==> src/sv/length_field_frame_receiver_macros.svh <==
// ---------------------------------------------------------------------------
// length field frame receiver: assertion macros
// ---------------------------------------------------------------------------
`ifndef LENGTH_FIELD_FRAME_RECEIVER_MACROS_SVH
`define LENGTH_FIELD_FRAME_RECEIVER_MACROS_SVH

// same-cycle implication, disabled during reset
`define LFFR_ASSERT_NOW(label, clk, rst, ante, cons, msg) \
   label: assert property (@(posedge clk) disable iff (rst) (ante) |-> (cons)) \
      else $error(msg);

// next-cycle implication, disabled during reset
`define LFFR_ASSERT_NEXT(label, clk, rst, ante, cons, msg) \
   label: assert property (@(posedge clk) disable iff (rst) (ante) |=> (cons)) \
      else $error(msg);

`endif

==> src/sv/lffr_pkg.sv <==
// ---------------------------------------------------------------------------
// lffr_pkg
// Shared types and constants of the length field frame receiver.
// ---------------------------------------------------------------------------
`default_nettype none

package lffr_pkg;

   // fixed widths and frame format
   localparam int COUNT_W = 9;
   localparam logic [COUNT_W-1:0] LENGTH_POSITION = 9'd8;
   localparam logic [COUNT_W-1:0] LENGTH_OFFSET = 9'd11;
   localparam int BUFFER_BYTES_DEF = 128;

   // configuration register indexes and reset values
   localparam int CSR_INDEX_W = 1;
   localparam logic [CSR_INDEX_W-1:0] CSR_START_BYTE = 1'b0;
   localparam logic [CSR_INDEX_W-1:0] CSR_END_BYTE = 1'b1;
   localparam logic [7:0] START_BYTE_RESET = 8'h55;
   localparam logic [7:0] END_BYTE_RESET = 8'hAA;

   // request operations
   localparam logic OP_BYTE = 1'b0;
   localparam logic OP_RELEASE = 1'b1;

   // result status codes
   typedef enum logic [1:0] {
      STATUS_IGNORED  = 2'd0,
      STATUS_STORED   = 2'd1,
      STATUS_COMPLETE = 2'd2,
      STATUS_DROPPED  = 2'd3
   } status_type;

   // receiver phase, one-hot
   typedef enum logic [3:0] {
      PHASE_HUNT   = 4'b0001,
      PHASE_HEADER = 4'b0010,
      PHASE_DATA   = 4'b0100,
      PHASE_HELD   = 4'b1000
   } phase_type;

   typedef struct packed {
      logic       operation;
      logic [7:0] byte_in;
   } req_type;

   typedef struct packed {
      logic [1:0] status;
      logic [7:0] byte_out;
      logic [7:0] position;
      logic       frame_done;
   } rsp_type;

   typedef struct packed {
      logic [7:0] start_byte;
      logic [7:0] end_byte;
   } cfg_type;

endpackage

`default_nettype wire

==> src/sv/lffr_frame_fsm.sv <==
// ---------------------------------------------------------------------------
// lffr_frame_fsm
// Frame tracking state and per-byte result, one accepted request per cycle.
// ---------------------------------------------------------------------------
`default_nettype none
`include "length_field_frame_receiver_macros.svh"

module lffr_frame_fsm #(
   parameter int BUFFER_BYTES = lffr_pkg::BUFFER_BYTES_DEF
) (
   input  wire logic              clock,
   input  wire logic              reset,
   input  wire logic              accept,
   input  wire lffr_pkg::req_type req,
   input  wire lffr_pkg::cfg_type cfg,
   output lffr_pkg::rsp_type      rsp
);

   localparam logic [lffr_pkg::COUNT_W-1:0] BUF_LIMIT = lffr_pkg::COUNT_W'(BUFFER_BYTES);

   lffr_pkg::phase_type             phase_ff, phase_in;
   logic [lffr_pkg::COUNT_W-1:0]    count_ff, count_in;
   logic [lffr_pkg::COUNT_W-1:0]    length_ff, length_in;
   logic [lffr_pkg::COUNT_W-1:0]    count_inc;
   lffr_pkg::status_type            status;

   assign count_inc = count_ff + lffr_pkg::COUNT_W'(1);

   // next state and result for the request at the port
   always_comb begin
      phase_in = phase_ff;
      count_in = count_ff;
      length_in = length_ff;
      status = lffr_pkg::STATUS_IGNORED;
      rsp = '0;
      if (req.operation == lffr_pkg::OP_RELEASE) begin
         if (phase_ff == lffr_pkg::PHASE_HELD) begin
            phase_in = lffr_pkg::PHASE_HUNT;
         end
      end else begin
         case (phase_ff)
            lffr_pkg::PHASE_HUNT: begin
               if (req.byte_in == cfg.start_byte) begin
                  phase_in = lffr_pkg::PHASE_HEADER;
                  count_in = lffr_pkg::COUNT_W'(1);
                  status = lffr_pkg::STATUS_STORED;
               end
            end
            lffr_pkg::PHASE_HEADER: begin
               count_in = count_inc;
               status = lffr_pkg::STATUS_STORED;
               if (count_inc == lffr_pkg::LENGTH_POSITION) begin
                  length_in = lffr_pkg::COUNT_W'(req.byte_in) + lffr_pkg::LENGTH_OFFSET;
                  phase_in = lffr_pkg::PHASE_DATA;
               end
               if (count_inc > BUF_LIMIT) begin
                  phase_in = lffr_pkg::PHASE_HUNT;
                  status = lffr_pkg::STATUS_DROPPED;
               end
            end
            lffr_pkg::PHASE_DATA: begin
               count_in = count_inc;
               status = lffr_pkg::STATUS_STORED;
               if (count_inc > BUF_LIMIT) begin
                  phase_in = lffr_pkg::PHASE_HUNT;
                  status = lffr_pkg::STATUS_DROPPED;
               end
               // end check wins over overflow
               if (count_inc >= length_ff) begin
                  if (req.byte_in == cfg.end_byte) begin
                     phase_in = lffr_pkg::PHASE_HELD;
                     status = lffr_pkg::STATUS_COMPLETE;
                  end else begin
                     phase_in = lffr_pkg::PHASE_HUNT;
                     status = lffr_pkg::STATUS_DROPPED;
                  end
               end
            end
            lffr_pkg::PHASE_HELD: begin
               phase_in = lffr_pkg::PHASE_HELD;
            end
            default: begin
               phase_in = lffr_pkg::PHASE_HUNT;
            end
         endcase
      end
      rsp.status = status;
      if (status != lffr_pkg::STATUS_IGNORED) begin
         rsp.byte_out = req.byte_in;
         // start byte reports position zero
         rsp.position = (phase_ff == lffr_pkg::PHASE_HUNT) ? 8'd0 : count_ff[7:0];
      end
      rsp.frame_done = (status == lffr_pkg::STATUS_COMPLETE);
   end

   // state registers
   always_ff @(posedge clock) begin
      if (reset) begin
         phase_ff <= lffr_pkg::PHASE_HUNT;
         count_ff <= '0;
         length_ff <= '0;
      end else if (accept) begin
         phase_ff <= phase_in;
         count_ff <= count_in;
         length_ff <= length_in;
      end
   end

   // checks
   `LFFR_ASSERT_NEXT(a_complete_holds, clock, reset,
      accept && rsp.status == lffr_pkg::STATUS_COMPLETE, phase_ff == lffr_pkg::PHASE_HELD,
      "completed frame did not enter held phase")
   `LFFR_ASSERT_NEXT(a_drop_hunts, clock, reset,
      accept && rsp.status == lffr_pkg::STATUS_DROPPED, phase_ff == lffr_pkg::PHASE_HUNT,
      "dropped frame did not return to hunt")
   `LFFR_ASSERT_NOW(a_data_bounds, clock, reset,
      phase_ff == lffr_pkg::PHASE_DATA, count_ff < length_ff && count_ff <= BUF_LIMIT,
      "data phase count out of range")
   `LFFR_ASSERT_NOW(a_held_ignores, clock, reset,
      accept && phase_ff == lffr_pkg::PHASE_HELD, rsp.status == lffr_pkg::STATUS_IGNORED,
      "byte taken while held")

endmodule

`default_nettype wire

==> src/sv/lffr_out_skid.sv <==
// ---------------------------------------------------------------------------
// lffr_out_skid
// Result register with a skid slot, so stall toward the request side is registered.
// ---------------------------------------------------------------------------
`default_nettype none
`include "length_field_frame_receiver_macros.svh"

module lffr_out_skid (
   input  wire logic              clock,
   input  wire logic              reset,
   input  wire logic              in_valid,
   output logic                   in_stall,
   input  wire lffr_pkg::rsp_type in_data,
   output logic                   out_valid,
   input  wire logic              out_stall,
   output lffr_pkg::rsp_type      out_data
);

   logic              out_valid_ff, out_valid_in;
   logic              skid_valid_ff, skid_valid_in;
   lffr_pkg::rsp_type out_data_ff, out_data_in;
   lffr_pkg::rsp_type skid_data_ff, skid_data_in;
   logic              in_take;
   logic              out_free;

   assign in_stall = skid_valid_ff;
   assign in_take = in_valid && !skid_valid_ff;
   assign out_free = !out_valid_ff || !out_stall;
   assign out_valid = out_valid_ff;
   assign out_data = out_data_ff;

   // slot steering
   always_comb begin
      out_valid_in = out_valid_ff;
      skid_valid_in = skid_valid_ff;
      out_data_in = out_data_ff;
      skid_data_in = skid_data_ff;
      if (out_free) begin
         if (skid_valid_ff) begin
            out_valid_in = 1'b1;
            out_data_in = skid_data_ff;
            skid_valid_in = 1'b0;
         end else begin
            out_valid_in = in_take;
            out_data_in = in_data;
         end
      end else if (in_take) begin
         skid_valid_in = 1'b1;
         skid_data_in = in_data;
      end
   end

   // control registers
   always_ff @(posedge clock) begin
      if (reset) begin
         out_valid_ff <= 1'b0;
         skid_valid_ff <= 1'b0;
      end else begin
         out_valid_ff <= out_valid_in;
         skid_valid_ff <= skid_valid_in;
      end
   end

   // payload registers
   always_ff @(posedge clock) begin
      out_data_ff <= out_data_in;
      skid_data_ff <= skid_data_in;
   end

   // checks
   `LFFR_ASSERT_NOW(a_skid_behind_out, clock, reset,
      skid_valid_ff, out_valid_ff, "skid slot full with empty output slot")
   `LFFR_ASSERT_NEXT(a_stalled_take_skids, clock, reset,
      in_take && out_valid_ff && out_stall, skid_valid_ff,
      "request taken under stall not kept in skid slot")
   `LFFR_ASSERT_NEXT(a_skid_drains, clock, reset,
      skid_valid_ff && !out_stall, !skid_valid_ff && out_valid_ff,
      "skid slot did not drain into output slot")

endmodule

`default_nettype wire

==> src/sv/length_field_frame_receiver.sv <==
// A result is registered in the output slot, or the skid slot under stall.
// Throughput: one request per cycle; req_stall rises only while the skid slot
// holds a result that the output side has not yet taken.
// Reset: phase returns to hunt, counters clear, start/end bytes go to 0x55/0xAA,
// and any buffered results are discarded.
// ---------------------------------------------------------------------------
// length_field_frame_receiver
// Finds length-delimited frames in a byte stream and streams each byte out
// with its position and a frame status.
// ---------------------------------------------------------------------------
`default_nettype none

module length_field_frame_receiver #(
   parameter int BUFFER_BYTES = lffr_pkg::BUFFER_BYTES_DEF
) (
   input  wire logic                             clock,
   input  wire logic                             reset,
   input  wire logic                             req_valid,
   output logic                                  req_stall,
   input  wire lffr_pkg::req_type                req_data,
   output logic                                  rsp_valid,
   input  wire logic                             rsp_stall,
   output lffr_pkg::rsp_type                     rsp_data,
   input  wire logic                             csr_we,
   input  wire logic [lffr_pkg::CSR_INDEX_W-1:0] csr_index,
   input  wire logic [7:0]                       csr_wdata
);

   lffr_pkg::cfg_type cfg_ff;
   lffr_pkg::rsp_type result;
   logic              req_accept;

   assign req_accept = req_valid && !req_stall;

   // configuration registers
   always_ff @(posedge clock) begin
      if (reset) begin
         cfg_ff.start_byte <= lffr_pkg::START_BYTE_RESET;
         cfg_ff.end_byte <= lffr_pkg::END_BYTE_RESET;
      end else if (csr_we) begin
         case (csr_index)
            lffr_pkg::CSR_START_BYTE: cfg_ff.start_byte <= csr_wdata;
            lffr_pkg::CSR_END_BYTE: cfg_ff.end_byte <= csr_wdata;
            default: cfg_ff <= cfg_ff;
         endcase
      end
   end

   // frame tracking
   lffr_frame_fsm #(
      .BUFFER_BYTES(BUFFER_BYTES)
   ) u_frame_fsm (
      .clock (clock),
      .reset (reset),
      .accept(req_accept),
      .req   (req_data),
      .cfg   (cfg_ff),
      .rsp   (result)
   );

   // result buffering
   lffr_out_skid u_out_skid (
      .clock    (clock),
      .reset    (reset),
      .in_valid (req_valid),
      .in_stall (req_stall),
      .in_data  (result),
      .out_valid(rsp_valid),
      .out_stall(rsp_stall),
      .out_data (rsp_data)
   );

endmodule

`default_nettype wire

==> config.mk <==
export PLATFORM = sky130hd
export DESIGN_NAME = length_field_frame_receiver
export DESIGN_NICKNAME = d
export VERILOG_FILES = /design/src/sv/lffr_pkg.sv /design/src/sv/lffr_frame_fsm.sv /design/src/sv/lffr_out_skid.sv /design/src/sv/length_field_frame_receiver.sv
export VERILOG_INCLUDE_DIRS = /design/src /design/src/sv
export SDC_FILE = /design/constraint.sdc
export NUM_CORES = 1
export LEC_CHECK = 0
export BUFFER_PORTS_ARGS = -buffer_cell sky130_fd_sc_hd__buf_2
export CORE_MARGIN = 2
export CORE_UTILIZATION = 60
export CTS_CLUSTER_SIZE = 8
export DETAILED_ROUTE_END_ITERATION = 10
export PLACE_DENSITY = 0.82
export SETUP_SLACK_MARGIN = 0.15
export SYNTH_ARGS = -nofsm -noshare
export SYNTH_HDL_FRONTEND = slang
export SYNTH_SLANG_ARGS = --single-unit
==> constraint.sdc <==
create_clock -name clock -period 5.65 [get_ports clock]
set_input_delay 0.2825 -clock clock [delete_from_list [all_inputs] [get_ports clock]]
set_output_delay 0.2825 -clock clock [all_outputs]
set_load 0.01 [all_outputs]
# After elaboration in Yosys (flattened, before gate mapping)
# Cells that the tools add are included.
[classes]
addsub = 2
n_lt_le_gt_ge = 2
n_eq_ne = 13
mux = 21
n_bitwise = 3
reduce_logical = 15
[ops]
columns = ["op", "count"]
rows = [
  ["4-bit 2-to-1 mux", 8],
  ["19-bit 2-to-1 mux", 1],
  ["9-bit one-hot mux with 2 select lines", 1],
  ["8-bit == test", 2],
  ["16-bit 2-to-1 mux", 1],
  ["4-bit one-hot mux with 4 select lines", 1],
  ["8-bit by 4-bit adder with 9-bit output (second input constant)", 1],
  ["9-bit by 1-bit adder with 9-bit output (second input constant)", 1],
  ["9-bit by 4-bit == test with 1-bit output (second input constant)", 1],
  ["9-bit greater-or-equal comparator", 1],
  ["9-bit by 8-bit > comparator with 1-bit output (second input constant)", 1],
  ["9-bit 2-to-1 mux", 1],
  ["8-bit 2-to-1 mux", 1],
  ["4-bit by 2-bit != test with 1-bit output (second input constant)", 2],
  ["4-bit AND reduction", 2],
  ["2-bit 2-to-1 mux", 3],
  ["2-bit one-hot mux with 3 select lines", 1],
  ["2-bit AND reduction", 3],
  ["5-bit AND reduction", 1],
  ["4-bit by 1-bit == test with 1-bit output (second input constant)", 1],
  ["4-bit by 2-bit == test with 1-bit output (second input constant)", 1],
  ["4-bit by 3-bit == test with 1-bit output (second input constant)", 1],
  ["4-bit == test (second input constant)", 1],
  ["2-bit by 1-bit != test with 1-bit output (second input constant)", 2],
  ["9 further kinds", 17],
]
[totals]
register_bits = 78

# Longest topological paths before layout
[depth]
ltp_word = 9
mapped_depth = 12
mapped_depth_nobuf = 11

# Cells and area by module
# From an unflattened synthesis, not the netlist that was laid out.
[hier_totals]
hier_cells = 395
hier_area_um2 = 4274.1
[by_module_without_submodules]
columns = ["mod", "n_inst", "cells_per_inst", "area_per_inst_um2", "seq_area_each_um2"]
rows = [
  ["lffr_frame_fsm", 1, 261, 2069.5, 440.4],
  ["lffr_out_skid", 1, 66, 1512.7, 1181.1],
  ["length_field_frame_receiver", 1, 68, 691.9, 320.3],
]

# Worst setup path after synthesis
# No wires, ideal clock.
[synth_path]
kind = "register to register"
from = "register u_frame_fsm.count_ff[0] (netlist bit)"
to = "register u_frame_fsm.phase_ff[2]"
arrival_ns = 2.633
setup_slack_ns = 2.896
path_stages_with_launch = 13
path_buffers = 1
cell_sequence = "dfxtp_1 -> ha_1 -> clkbuf_8 -> nand3_1 -> nor2_1 -> xnor2_1 -> ha_1 -> nand2_1 -> nor2_1 -> a211oi_1 -> nand3_1 -> o211ai_2 -> mux2_2"
[synth_via]
elab_chain_cells = 5
[synth_rtl]
columns = ["element", "line", "source"]
rows = [
  ["start: declaration", "lffr_frame_fsm.sv:22", "logic [lffr_pkg::COUNT_W-1:0] count_ff, count_in;"],
  ["start signal: assignment", "lffr_frame_fsm.sv:104", "count_ff <= count_in;"],
  ["start signal: assignment", "lffr_frame_fsm.sv:117", "phase_ff == lffr_pkg::PHASE_DATA, count_ff < length_ff && count_ff <= BUF_LIMIT,"],
  ["9-bit by 1-bit adder with 9-bit output *", "lffr_frame_fsm.sv:27", "assign count_inc = count_ff + lffr_pkg::COUNT_W'(1);"],
  ["9-bit greater-or-equal comparator or 9-bit by 8-bit > comparator with 1-bit output (tied branches)", "lffr_frame_fsm.sv:69, lffr_frame_fsm.sv:56, lffr_frame_fsm.sv:64", ""],
  ["4-bit 2-to-1 mux (on tied branches)", "lffr_frame_fsm.sv:69, lffr_frame_fsm.sv:56", ""],
  ["4-bit one-hot mux with 4 select lines", "lffr_frame_fsm.sv:41", "case (phase_ff)"],
  ["4-bit 2-to-1 mux", "lffr_frame_fsm.sv:36", "if (req.operation == lffr_pkg::OP_RELEASE) begin"],
  ["end signal: assignment", "lffr_frame_fsm.sv:99", "phase_ff <= lffr_pkg::PHASE_HUNT;"],
  ["end signal: assignment", "lffr_frame_fsm.sv:103", "phase_ff <= phase_in;"],
  ["end: declaration", "lffr_frame_fsm.sv:21", "lffr_pkg::phase_type phase_ff, phase_in;"],
]
# Mark *: on every way between the ends. The rest lies on a longest branch, timed or not.
# A chain may end at the register's enable or synchronous reset.

# Worst setup path after layout
[layout_path]
from = "register u_frame_fsm.count_ff[0] (netlist bit)"
to = "register u_out_skid.out_data_ff (netlist bit u_out_skid.out_data[18]), data pin"
[layout_via]
elab_chain_cells = 7
[layout_rtl]
columns = ["element", "line", "source"]
rows = [
  ["9-bit by 1-bit adder with 9-bit output *", "lffr_frame_fsm.sv:27", ""],
  ["9-bit by 8-bit > comparator with 1-bit output", "lffr_frame_fsm.sv:56, lffr_frame_fsm.sv:64", ""],
  ["2-bit 2-to-1 mux", "lffr_frame_fsm.sv:56, lffr_frame_fsm.sv:64", ""],
  ["2-bit 2-to-1 mux", "lffr_frame_fsm.sv:69", "if (count_inc >= length_ff) begin"],
  ["2-bit one-hot mux with 3 select lines *", "lffr_frame_fsm.sv:41", ""],
  ["2-bit 2-to-1 mux *", "lffr_frame_fsm.sv:36", ""],
  ["19-bit 2-to-1 mux *", "lffr_out_skid.sv:39", "if (skid_valid_ff) begin"],
  ["end signal: assignment", "lffr_out_skid.sv:66", "out_data_ff <= out_data_in;"],
  ["end: declaration", "lffr_out_skid.sv:21", "lffr_pkg::rsp_type out_data_ff, out_data_in;"],
]
# Marks and branches as above.

==> results_dict.tcl <==
set metrics [dict create \
    outcome "finished clean" \
    crit_start "u_frame_fsm.count_ff[0]$_SDFFE_PP0P_" \
    drt-total-wl_mm 8.02 \
    critPathLaunchType "flip-flop" \
    numCtsBuffers 9 \
    die_area_um2 7510 \
    detail_route.vias_per_cell 5.80 \
    multi_input_area_um2 1930 \
    fmax_mhz 304 \
    ys_async_sr_fraction_pct 0 \
    rr_endpoint "u_out_skid.out_data[18]$_DFFE_PP_" \
    synth_edf_count 38 \
    ys_ff_latch 78 \
    whs_path_depth 2 \
    grt_pass1_vias 2821 \
    rows 30 \
    post-dp-hpwl_mm 5.64 \
    hold_class "input port to flip-flop" \
    vias 2944 \
    grt_max_degree 42 \
    cts_resized 0 \
    rr_worst_depth 11 \
    synthTopCellsByCount "dfxtp_1 (40), edfxtp_1 (38), nor2_1 (35), nand2_1 (22), xor2_1 (21)" \
    cts_setup_buffers 0 \
    min_period_over_period_pct 58.1 \
    ant_nets 0 \
    cp.required_ns 5.72 \
    leakagePower_nw 1.90 \
    fin_nets 458 \
    syn_to_final_growth_pct 9.86 \
    first_pass_iters 5 \
    fin_worst_skew_ns 0.0122 \
    drive_gt1_share_pct 21.0 \
    drcViolationCount 0 \
    cts_tree "done" \
    ys_seq_area_share_pct 47.4 \
    reg2reg_slack_ns 2.37 \
    clk_pin_slew_ns 0.08 \
    worst_slew_pin_slew_ns 0.981 \
    p_total_w 0.00119 \
    drt_iter0_markers 128 \
    antenna_found_initial 0 \
    period_needed_ns 3.28 \
    hold_viol 0 \
    regArea_um2 1940 \
    power_density_nw_per_um2 263 \
    synth_ff_type "dfxtp_1" \
    max-slew-margin-rel_pct 34.5 \
    cts.sink_count 78 \
    clkLatencyLatePin_ns 0.35 \
    synth_top_area_cell "edfxtp_1" \
    gp_congestion 0.872 \
    netlist_area_um2 4100 \
    cts_root_buf "clkbuf_8" \
    yosysUniqueCellTypes 54 \
    finalSetupViolations 0 \
    syn_inst 394 \
    setup_tns_ns 0 \
    cp.arrival_ns 3.35 \
    cp_max_fo 10 \
    vdd_drop_max_mv 0.113 \
    num_antenna_cells 0 \
    wl_per_cell_um 15.8 \
    synth_nets 429 \
    ys_warn_count 0 \
    die_w_um 86.7 \
    syn_avg_cell_area_um2 10.4 \
    worstSetupPathType "flip-flop to flip-flop" \
    grt_overflow 0 \
    synth.top_cell.area_share_pct 27.8 \
    port_buffers 43 \
    core-area_um2 6720 \
    yosysMostFrequentCell "dfxtp_1" \
    grt_first_pass_wirelength_mm 13.4 \
    dp_slack_ns 2.45 \
    hold_buffers 0 \
    hold_end "cfg_ff[14]$_SDFFE_PP1P_" \
    grtUsageTotal_pct 23.2 \
    fin_hold_ws_ns 0.155 \
    io_pins 44 \
    cp-end-kind "flip-flop" \
    fin_ws_ns 2.37 \
    synth_area_leaders "edfxtp_1 (28%), dfxtp_1 (20%), mux2_2 (4.7%)" \
    cap_viol_max_count 0 \
    cts_buffer_depth 2 \
    worstReg2RegStart "u_frame_fsm.count_ff[0]$_SDFFE_PP0P_" \
    nFillCells 516 \
    die_y_um 86.7 \
    start_util_pct 61.0 \
    hold_start "csr_wdata[6]" \
    finalMaxSlewViolations 0 \
    htreeDepth 3 \
    rsz0062_at_grt "false" \
]
## metal layers
layer / GRT usage [%] / part of all wire (%) / vias to the layer above
met2: 36.4 / 48 / 95
met4: 9.52 / 1.7 / 0
met5: 0 / 0 / -
li1: - / - / 1460
met1: 31.0 / 45 / 1376
met3: 5.33 / 5.0 / 13
## critical path: stages, from the launching register on
cell and delay [ns]:
dfxtp_1 0.47, ha_1 0.42, nand3_1 0.18, nor2_1 0.15
xnor2_1 0.19, ha_1 0.31, nand2_1 0.07, nor2_1 0.04
a211oi_1 0.46, a21oi_1 0.12, o21ai_0 0.46, o21ai_0 0.13
## through the flow
step	cells	util, %	cell area, um^2
after floorplan	394	-	4100
after global placement	492	63.4	4260
after detailed placement	492	63.4	4260
after CTS	508	66.9	4500
after global routing	508	67.0	4500
final	508	67.0	4500
## state kept, by name (all words and copies together) (netlist names)
signal / cells
u_frame_fsm.length_ff: 9
u_out_skid.out_data: 19
u_out_skid.out_valid: 1
u_frame_fsm.count_ff: 9
cfg_ff: 16
u_out_skid.skid_data_ff: 19
u_out_skid.in_stall: 1
u_frame_fsm.phase_ff: 4
## where the power goes
group / internal, W / switching [W]
clock: 0.000293 / 0.000202
combinational: 0.0000313 / 0.0000450
sequential: 0.000607 / 0.00000780
## layout by cell type (no fill, tap or decap), types with 5 or more instances in the layout
cell / instances
a211oi_1: 5
xnor2_1: 11
nand2_1: 22
a22oi_1: 6
nor2_1: 35
mux2_2: 17
mux2i_1: 15
ha_1: 12
nor4_1: 5
a211o_1: 8
inv_1: 18
a21oi_1: 19
nand3_1: 11
dfxtp_1: 40
nor2b_1: 6
xor2_1: 21
clkbuf_8: 9
edfxtp_1: 38
and2_1: 17
buf_2: 43
o21ai_0: 11
## logic make-up after synthesis
family / Yosys count / share of synthesized area (%)
AND/OR/NAND/NOR: 127 / 16.6
flip-flops: 78 / 47.4
AO/OA/AOI/OAI: 69 / 11.6
buffers and inverters: 44 / 5.65
XOR/XNOR: 32 / 6.84
multiplexers: 32 / 8.33
adder cells (fa/ha/maj): 12 / 3.66
## layout make-up
cell class / count / share of cell area [%]
well taps: 80 / 2.22
clock inverters: 6 / 2.47
flip-flops and latches: 78 / 43.1
multi-input cells: 272 / 42.9
repair buffers: 44 / 4.95
clock buffers: 10 / 2.83
inverters: 18 / 1.50
## worst max-delay path by stage
| stage | end | slack [ns] | depth (start not counted) |
|---|---|---|---|
| 2_1_floorplan | u_frame_fsm.phase_ff[2]$_SDFFE_PP0P_ | 2.90 | 12 |
| 3_3_place_gp | u_frame_fsm.phase_ff[2]$_SDFFE_PP0P_ | 2.60 | 11 |
| 3_5_place_dp | u_frame_fsm.phase_ff[2]$_SDFFE_PP0P_ | 2.45 | 11 |
| 4_1_cts | u_out_skid.out_data[0]$_DFFE_PP_ | 2.39 | 11 |
| 5_1_grt | u_out_skid.out_data[0]$_DFFE_PP_ | 2.09 | 11 |
| 6_report | u_out_skid.out_data[18]$_DFFE_PP_ | 2.37 | 11 |
Power figures use the tool's default switching activity.
